--- src/rtl/ssd_pkg.sv ---
// Shared constants, types and glyph tables for the seven-segment frame builder.
// Depends on nothing; every other file in this block uses it.
package ssd_pkg;

  localparam int DIGIT_COUNT = 8;
  localparam int VALUE_W     = 32;
  localparam int SEL_W       = 8;
  localparam int SEG_W       = 8;
  localparam int CHAR_W      = 8;
  localparam int POS_W       = (DIGIT_COUNT > 1) ? $clog2(DIGIT_COUNT) : 1;
  localparam int SYMBOL_COUNT = 28;
  localparam int PROD_W      = 2 * VALUE_W;
  localparam int RECIP_SHIFT = 35;

  localparam logic [VALUE_W-1:0] RECIP_TEN  = 32'hCCCC_CCCD;
  localparam logic [SEG_W-1:0]   MINUS_CODE = 8'hBF;
  localparam logic [POS_W-1:0]   LAST_POS   = POS_W'(DIGIT_COUNT - 1);

  localparam logic [SEG_W-1:0] GLYPH_CODE [SYMBOL_COUNT] = '{
    8'hC0, 8'hF9, 8'hA4, 8'hB0, 8'h99, 8'h92, 8'h82, 8'hF8, 8'h80, 8'h90,
    8'h88, 8'h83, 8'hC6, 8'hA1, 8'h86, 8'h8E, 8'h82, 8'h89, 8'hF9, 8'hE1,
    8'hC7, 8'hC0, 8'h8C, 8'h92, 8'hC1, 8'h7F, 8'hFF, 8'hBF
  };

  localparam logic [CHAR_W-1:0] GLYPH_CHAR [SYMBOL_COUNT] = '{
    8'h30, 8'h31, 8'h32, 8'h33, 8'h34, 8'h35, 8'h36, 8'h37, 8'h38, 8'h39,
    8'h41, 8'h42, 8'h43, 8'h44, 8'h45, 8'h46, 8'h47, 8'h48, 8'h49, 8'h4A,
    8'h4C, 8'h4F, 8'h50, 8'h53, 8'h55, 8'h2E, 8'h20, 8'h2D
  };

  typedef enum logic [1:0] {
    ST_IDLE,
    ST_MUL,
    ST_DIGIT,
    ST_SEND
  } state_t;

  typedef struct packed {
    logic             found;
    logic [SEG_W-1:0] code;
  } glyph_t;

  function automatic glyph_t char_lookup(input logic [CHAR_W-1:0] ch);
    glyph_t res;
    res.found = 1'b0;
    res.code  = '1;
    for (int i = SYMBOL_COUNT - 1; i >= 0; i--) begin
      if (GLYPH_CHAR[i] == ch) begin
        res.found = 1'b1;
        res.code  = GLYPH_CODE[i];
      end
    end
    return res;
  endfunction

  function automatic logic [SEL_W-1:0] select_for(input logic [POS_W-1:0] pos);
    return SEL_W'(1) << (LAST_POS - pos);
  endfunction

endpackage

--- src/rtl/ssd_if.sv ---
// Valid/ready channel interfaces for the input items and the output frames.
// Depends on ssd_pkg for field widths.
interface ssd_in_if;
  logic                                valid;
  logic                                ready;
  logic                                operation;
  logic signed [ssd_pkg::VALUE_W-1:0]  value;

  modport source (output valid, operation, value, input ready);
  modport sink   (input valid, operation, value, output ready);
endinterface

interface ssd_out_if;
  logic                         valid;
  logic                         ready;
  logic [ssd_pkg::SEL_W-1:0]    digit_select;
  logic [ssd_pkg::SEG_W-1:0]    segments;
  logic                         last_frame;

  modport source (output valid, digit_select, segments, last_frame, input ready);
  modport sink   (input valid, digit_select, segments, last_frame, output ready);
endinterface

--- src/rtl/seven_segment_digit_frame_builder_top.sv ---
// Top level of the seven-segment frame builder: sequencer, output register and dot mask.
// Depends on ssd_pkg, ssd_if and ssd_div10.

// The block takes one item at a time; in_ch.ready is high only while it is idle.
// A character item is looked up combinationally while idle; its single frame then
// waits in the output register until transferred. A number item runs the shared
// divide-by-ten unit once per digit: the reciprocal multiply in ST_MUL, the
// remainder and segment code in ST_DIGIT, then the frame transfer in ST_SEND.
// A negative value with fewer than eight digits adds a minus frame after its
// digits. Zero and unknown characters produce no frames; the block stays idle.
module seven_segment_digit_frame_builder_top (
  input  logic                     clk,
  input  logic                     rst_n,
  ssd_in_if.sink                   in_ch,
  ssd_out_if.source                out_ch,
  input  logic                     cfg_we,
  input  logic [ssd_pkg::SEG_W-1:0] cfg_wdata
);
  import ssd_pkg::*;

  state_t             state_r, state_nxt;
  logic [VALUE_W-1:0] mag_r, mag_nxt;
  logic               neg_r, neg_nxt;
  logic [POS_W-1:0]   pos_r, pos_nxt;
  logic [SEL_W-1:0]   sel_r, sel_nxt;
  logic [SEG_W-1:0]   seg_r, seg_nxt;
  logic               last_r, last_nxt;
  logic [SEG_W-1:0]   dot_mask_r;

  logic               div_start;
  logic [VALUE_W-1:0] quotient;
  logic [3:0]         remainder;
  logic [VALUE_W-1:0] raw;
  glyph_t             glyph;
  logic [SEG_W-1:0]   digit_seg;

  ssd_div10 u_div10 (
    .clk       (clk),
    .start     (div_start),
    .dividend  (mag_r),
    .quotient  (quotient),
    .remainder (remainder)
  );

  always_ff @(posedge clk) begin
    if (!rst_n) begin
      dot_mask_r <= '0;
    end else if (cfg_we) begin
      dot_mask_r <= cfg_wdata;
    end
  end

  always_ff @(posedge clk) begin
    if (!rst_n) begin
      state_r <= ST_IDLE;
    end else begin
      state_r <= state_nxt;
    end
  end

  always_ff @(posedge clk) begin
    mag_r  <= mag_nxt;
    neg_r  <= neg_nxt;
    pos_r  <= pos_nxt;
    sel_r  <= sel_nxt;
    seg_r  <= seg_nxt;
    last_r <= last_nxt;
  end

  assign raw   = VALUE_W'(in_ch.value);
  assign glyph = char_lookup(raw[CHAR_W-1:0]);

  always_comb begin
    digit_seg = GLYPH_CODE[{1'b0, remainder}];
    if (dot_mask_r[pos_r]) begin
      digit_seg[SEG_W-1] = 1'b0;
    end
  end

  always_comb begin
    state_nxt = state_r;
    mag_nxt   = mag_r;
    neg_nxt   = neg_r;
    pos_nxt   = pos_r;
    sel_nxt   = sel_r;
    seg_nxt   = seg_r;
    last_nxt  = last_r;
    div_start = 1'b0;
    case (state_r)
      ST_IDLE: begin
        if (in_ch.valid) begin
          if (in_ch.operation) begin
            sel_nxt  = select_for('0);
            seg_nxt  = glyph.code;
            last_nxt = 1'b1;
            if (glyph.found) begin
              state_nxt = ST_SEND;
            end
          end else begin
            neg_nxt = raw[VALUE_W-1];
            mag_nxt = raw[VALUE_W-1] ? VALUE_W'(0) - raw : raw;
            pos_nxt = '0;
            if (raw != '0) begin
              state_nxt = ST_MUL;
            end
          end
        end
      end
      ST_MUL: begin
        div_start = 1'b1;
        state_nxt = ST_DIGIT;
      end
      ST_DIGIT: begin
        sel_nxt   = select_for(pos_r);
        seg_nxt   = digit_seg;
        last_nxt  = (pos_r == LAST_POS) || ((quotient == '0) && !neg_r);
        mag_nxt   = quotient;
        pos_nxt   = pos_r + POS_W'(1);
        state_nxt = ST_SEND;
      end
      ST_SEND: begin
        if (out_ch.ready) begin
          if (last_r) begin
            state_nxt = ST_IDLE;
          end else if (mag_r != '0) begin
            state_nxt = ST_MUL;
          end else begin
            sel_nxt  = select_for(pos_r);
            seg_nxt  = MINUS_CODE;
            last_nxt = 1'b1;
          end
        end
      end
      default: begin
        state_nxt = ST_IDLE;
      end
    endcase
  end

  assign in_ch.ready         = (state_r == ST_IDLE);
  assign out_ch.valid        = (state_r == ST_SEND);
  assign out_ch.digit_select = sel_r;
  assign out_ch.segments     = seg_r;
  assign out_ch.last_frame   = last_r;

endmodule

--- src/rtl/ssd_div10.sv ---
// Shared divide-by-ten unit: reciprocal multiply with a registered product,
// then remainder by shift-add and subtract. Depends on ssd_pkg.
module ssd_div10 (
  input  logic                        clk,
  input  logic                        start,
  input  logic [ssd_pkg::VALUE_W-1:0] dividend,
  output logic [ssd_pkg::VALUE_W-1:0] quotient,
  output logic [3:0]                  remainder
);
  import ssd_pkg::*;

  logic [PROD_W-1:0]  prod_r;
  logic [VALUE_W-1:0] dividend_r;
  logic [VALUE_W-1:0] times_ten;
  logic [VALUE_W-1:0] diff;

  always_ff @(posedge clk) begin
    if (start) begin
      prod_r     <= PROD_W'(dividend) * PROD_W'(RECIP_TEN);
      dividend_r <= dividend;
    end
  end

  assign quotient  = VALUE_W'(prod_r >> RECIP_SHIFT);
  assign times_ten = (quotient << 3) + (quotient << 1);
  assign diff      = dividend_r - times_ten;
  assign remainder = diff[3:0];

endmodule

--- src/flat_wrapper.sv ---
// flat-port wrapper written by rule: the top's interface ports become plain ports
module seven_segment_digit_frame_builder_top_flat import ssd_pkg::*;
  (clk, rst_n, cfg_we, cfg_wdata, in_ch_valid, in_ch_operation, in_ch_value, in_ch_ready, out_ch_valid, out_ch_digit_select, out_ch_segments, out_ch_last_frame, out_ch_ready);
  ssd_in_if in_ch_i ();
  ssd_out_if out_ch_i ();
  input  logic clk;
  input  logic rst_n;
  input  logic cfg_we;
  input  logic [ssd_pkg::SEG_W-1:0] cfg_wdata;
  input wire logic [$bits(in_ch_i.valid)-1:0] in_ch_valid;
  input wire logic [$bits(in_ch_i.operation)-1:0] in_ch_operation;
  input wire logic [$bits(in_ch_i.value)-1:0] in_ch_value;
  output wire logic [$bits(in_ch_i.ready)-1:0] in_ch_ready;
  output wire logic [$bits(out_ch_i.valid)-1:0] out_ch_valid;
  output wire logic [$bits(out_ch_i.digit_select)-1:0] out_ch_digit_select;
  output wire logic [$bits(out_ch_i.segments)-1:0] out_ch_segments;
  output wire logic [$bits(out_ch_i.last_frame)-1:0] out_ch_last_frame;
  input wire logic [$bits(out_ch_i.ready)-1:0] out_ch_ready;
  assign in_ch_i.valid = in_ch_valid;
  assign in_ch_i.operation = in_ch_operation;
  assign in_ch_i.value = in_ch_value;
  assign in_ch_ready = in_ch_i.ready;
  assign out_ch_valid = out_ch_i.valid;
  assign out_ch_digit_select = out_ch_i.digit_select;
  assign out_ch_segments = out_ch_i.segments;
  assign out_ch_last_frame = out_ch_i.last_frame;
  assign out_ch_i.ready = out_ch_ready;
  seven_segment_digit_frame_builder_top u_core (.clk(clk), .rst_n(rst_n), .in_ch(in_ch_i), .out_ch(out_ch_i), .cfg_we(cfg_we), .cfg_wdata(cfg_wdata));
endmodule
--- config.mk ---
export PLATFORM = sky130hd
export DESIGN_NAME = seven_segment_digit_frame_builder_top_flat
export DESIGN_NICKNAME = d
export VERILOG_FILES = /design/src/rtl/ssd_pkg.sv /design/src/rtl/ssd_if.sv /design/src/rtl/seven_segment_digit_frame_builder_top.sv /design/src/rtl/ssd_div10.sv /design/src/flat_wrapper.sv
export SDC_FILE = /design/constraint.sdc
export NUM_CORES = 1
export LEC_CHECK = 0
export BUFFER_PORTS_ARGS = -buffer_cell sky130_fd_sc_hd__buf_2
export CAP_MARGIN = 20
export CELL_PAD_IN_SITES_DETAIL_PLACEMENT = 0
export CELL_PAD_IN_SITES_GLOBAL_PLACEMENT = 1
export CORE_ASPECT_RATIO = 1.2
export CORE_MARGIN = 3
export CORE_UTILIZATION = 47
export CTS_CLUSTER_SIZE = 14
export DETAILED_ROUTE_END_ITERATION = 7
export PLACE_DENSITY = 0.9
export RECOVER_POWER = 25
export SLEW_MARGIN = 10
export SYNTH_ARGS = -nofsm -noshare
export SYNTH_HDL_FRONTEND = slang
export SYNTH_SLANG_ARGS = --single-unit
--- constraint.sdc ---
create_clock -name clk -period 6.91 [get_ports clk]
set_input_delay 0 -clock clk [delete_from_list [all_inputs] [get_ports clk]]
set_output_delay 0 -clock clk [all_outputs]
set_load 0.005 [all_outputs]
==> metrics.md <==
| Metric | Value |
|---|---|
| Synth area leader | `fa_1` |
| I/O pin count | `65` |
| Worst-margin pin slew | `1.93 ns` |
| Maximum level of the CTS H-tree | `3` |
| Outcome | `finished, violations left` |
| Fraction of layout cells with a size suffix above 1 | `21.5%` |
| Mapped Cells | `2,282` |
| Starting DRT DRC Count | `1,244` |
| Crit path from | `u_core.mag_r[10]` |
| Crit path launch type | `flip-flop` |
| CTS sink cnt | `96` |
| CTS tree | `built` |
| Vias | `17,864` |
| Fill cells | `4,108` |
| Vias/cell | `5.41` |
| Failing checks | `max-capacitance violations, max-slew violations, negative setup slack` |
| Period Utilization, post-route | `102%` |
| Rows | `87` |
| Source of the worst register-to-register timing path | `u_core.mag_r[10]` |
| Fin nets | `3,509` |
| HP Class | `input port to flip-flop` |
| Arr. time, crit path | `7.14 ns` |
| Post-Syn Nets | `3,119` |
| Synth top area share | `36.4%` |
| FF+latch count, synth | `96` |
| Async S/R FF share, synth | `0%` |
| Fin crit period | `7.03 ns` |
| Mean Syn Cell Area | `9.99 sq um` |
| Drt wl/cell | `22.1 um` |
| Count of final hold-check violations | `0` |
| Height of the die | `247 um` |
| Final setup violation count | `11` |
| Clock Tree Buf Depth | `2` |
| Post-synth EDFFs | `86` |
| Dpl ws | `-0.500 ns` |
| Max Cap Viol | `1` |
| Kind of critical path | `flip-flop to flip-flop` |
| Worst EP required | `7.02 ns` |
| Port bufs | `64` |
| Clk_lat worst skew | `0.37 ns` |
| Synth cell count leaders | `inv_1 (651), fa_1 (415), ha_1 (376)` |
| Initial antenna violation count | `1` |
| Core outline area | `47,500 sq um` |
| DR DRC count | `0` |
| Critical Path Sink | `u_core.u_div10.prod_r[57]` |
| Pre-Repair DR Iteration Count | `5` |
| Count leader, synth | `inv_1` |
| Fmax | `142 MHz` |
| Area of the multi-input gates | `18,200 sq um` |
| RR Endpoint | `u_core.u_div10.prod_r[57]` |
| CP Max Fanout | `5` |
| Initial Utilization | `48.0%` |
| R2R Setup Slk | `-0.12 ns` |
| Warnings, synthesis | `0` |
| Pin count of the biggest net entering global routing | `69` |
| Area growth from synthesis to layout | `21.0%` |
| Clock Skews | `0.0211 ns` |
| Final Worst Setup Slack | `-0.119 ns` |
| Seq/Total Area, Yosys | `12.2%` |
| RSZ-0062 raised after global routing | `true` |
| Placed cell count | `3,216` |
| Register area | `2780 sq um` |
| Vias in the first global route | `19,192` |
| Crit path largest cell delay | `0.60 ns` |
| GPL Wtd Cong | `1.03` |
| Reg2Reg Depth | `27` |
| Root Driver | `clkbuf_16` |
| Overflow after GRT | `0` |
| DRT Wirelength | `72,900 um` |
| Tot GR Track Use | `28.8%` |
| CTS clk-pin slew, worst paths | `0.09 ns` |
| Antenna Nets Post-Route | `0` |
| Final Util | `58.1%` |
| Crit path capture type | `flip-flop` |
| Non-filler cells, final | `3,301` |
| Global-route wire length before repair | `112,000 um` |
| Slowest CP cell | `fa_2` |
| Die X | `207 um` |
| Worst slew margin | `-28.5%` |
| Die area | `51,200 sq um` |
| Final HPWL DP | `64,100 um` |
| Count of pins over their slew limit | `34` |
| Post-synth cell types | `72` |
| Synth Flop Type | `edfxtp_1` |
| Num CTS Buffers | `9` |
| Area contributors post-synth | `fa_1 (36%), ha_1 (21%), edfxtp_1 (11%)` |
| Cell Area, Synth | `22,800 sq um` |
==> kinds of logic after synthesis <==
group | Yosys count | share of synthesized area [%]
AOI/OAI and AO/OA | 313 | 8.76
xor gates and xnor gates | 68 | 2.61
adders and majority gates | 791 | 57.1
buffers and inverters | 694 | 11.6
DFF | 96 | 12.2
muxes | 16 | 0.878
and+or+nand+nor | 304 | 6.92
==> critical path: cells and delay by family, from the launching register on <==
family                     cells  cell delay (ns)
DFF                            1             0.49
AOI/OAI and AO/OA              5             0.78
xor gates and xnor gates       1             0.15
buffers and inverters         10             1.03
adders and majority gates      9             3.82
and+or+nand+nor                2             0.47
==> worst min-delay path by stage <==
stage | depth (start not counted) | from | to
after floorplan | 0 | in_ch_value[31] | u_core.neg_r
after global placement | 3 | cfg_wdata[0] | u_core.dot_mask_r[0]
after detailed placement | 3 | cfg_wdata[7] | u_core.dot_mask_r[7]
after CTS | 3 | in_ch_value[27] | u_core.mag_r[27]
after global routing | 3 | in_ch_value[27] | u_core.mag_r[27]
final | 3 | in_ch_value[21] | u_core.mag_r[21]
==> area by class of cell <==
class / instances / share of cell area [%]
Multi-Input combinational cell: 1492 / 65.8
Inverter: 651 / 8.91
Timing Repair Buffer: 422 / 11.3
Clock inverter: 4 / 0.136
Sequential cell: 96 / 10.1
Clock buffer: 12 / 0.893
Tap cell: 623 / 2.82
Antenna cell: 1 / 0.00907
==> state kept, by name, summed over array words and instances, names as in the netlist <==
| name | cells |
|---|---|
| u_core.u_div10.dividend_r | 2 |
| u_core.out_ch.last_frame | 1 |
| u_core.out_ch.digit_select | 8 |
| u_core.u_div10.prod_r | 31 |
| u_core.out_ch.segments | 8 |
| u_core.state_r | 2 |
| u_core.dot_mask_r | 8 |
| u_core.pos_r | 3 |
| u_core.mag_r | 32 |
| u_core.neg_r | 1 |
==> cell usage in the layout, fill, tap and decap left out, drive strengths merged, types with 17 or more instances in the layout <==
master and instances:
a21o 36, a21oi 69, buf 384, clkbuf 32, dlygate4sd3 18, edfxtp 86, fa 415, ha 376
inv 653, nand2 102, nand3 17, nand4 24, nor2 50, nor3 18, o21ai 99, xnor2 25
xor2 43
==> metrics by stage <==
step / hold WS, ns / setup TNS [ns] / area [sq um]
final: 0.0206 / -0.574 / 27600
after detailed placement: 0.269 / -6.75 / 25900
after floorplan: 0.0989 / 0 / 22800
after global placement: 0.270 / -6.31 / 25900
after CTS: 0.0155 / 0 / 26800
after global routing: 0.0436 / -3.70 / 27600
==> timing repair <==
item	4_1_cts	5_1_grt
gates resized for setup	56	148
gates cloned	0	1
pin swaps	16	66
hold buffers	18	0
setup buffers	21	29
endpoints found under the hold margin	11	0
endpoints found under the setup margin	26	24
==> routing by layer <==
| metal | wire [um] | GRT usage, % |
|---|---|---|
| met5 | 18 | 0 |
| met4 | 4180 | 13.0 |
| met2 | 35600 | 50.0 |
| met1 | 28400 | 35.9 |
| met3 | 4680 | 4.01 |
Power is left out: the tool's default activity adds up to more than one toggle a clock period on the data nets, which glitch-free logic cannot reach.
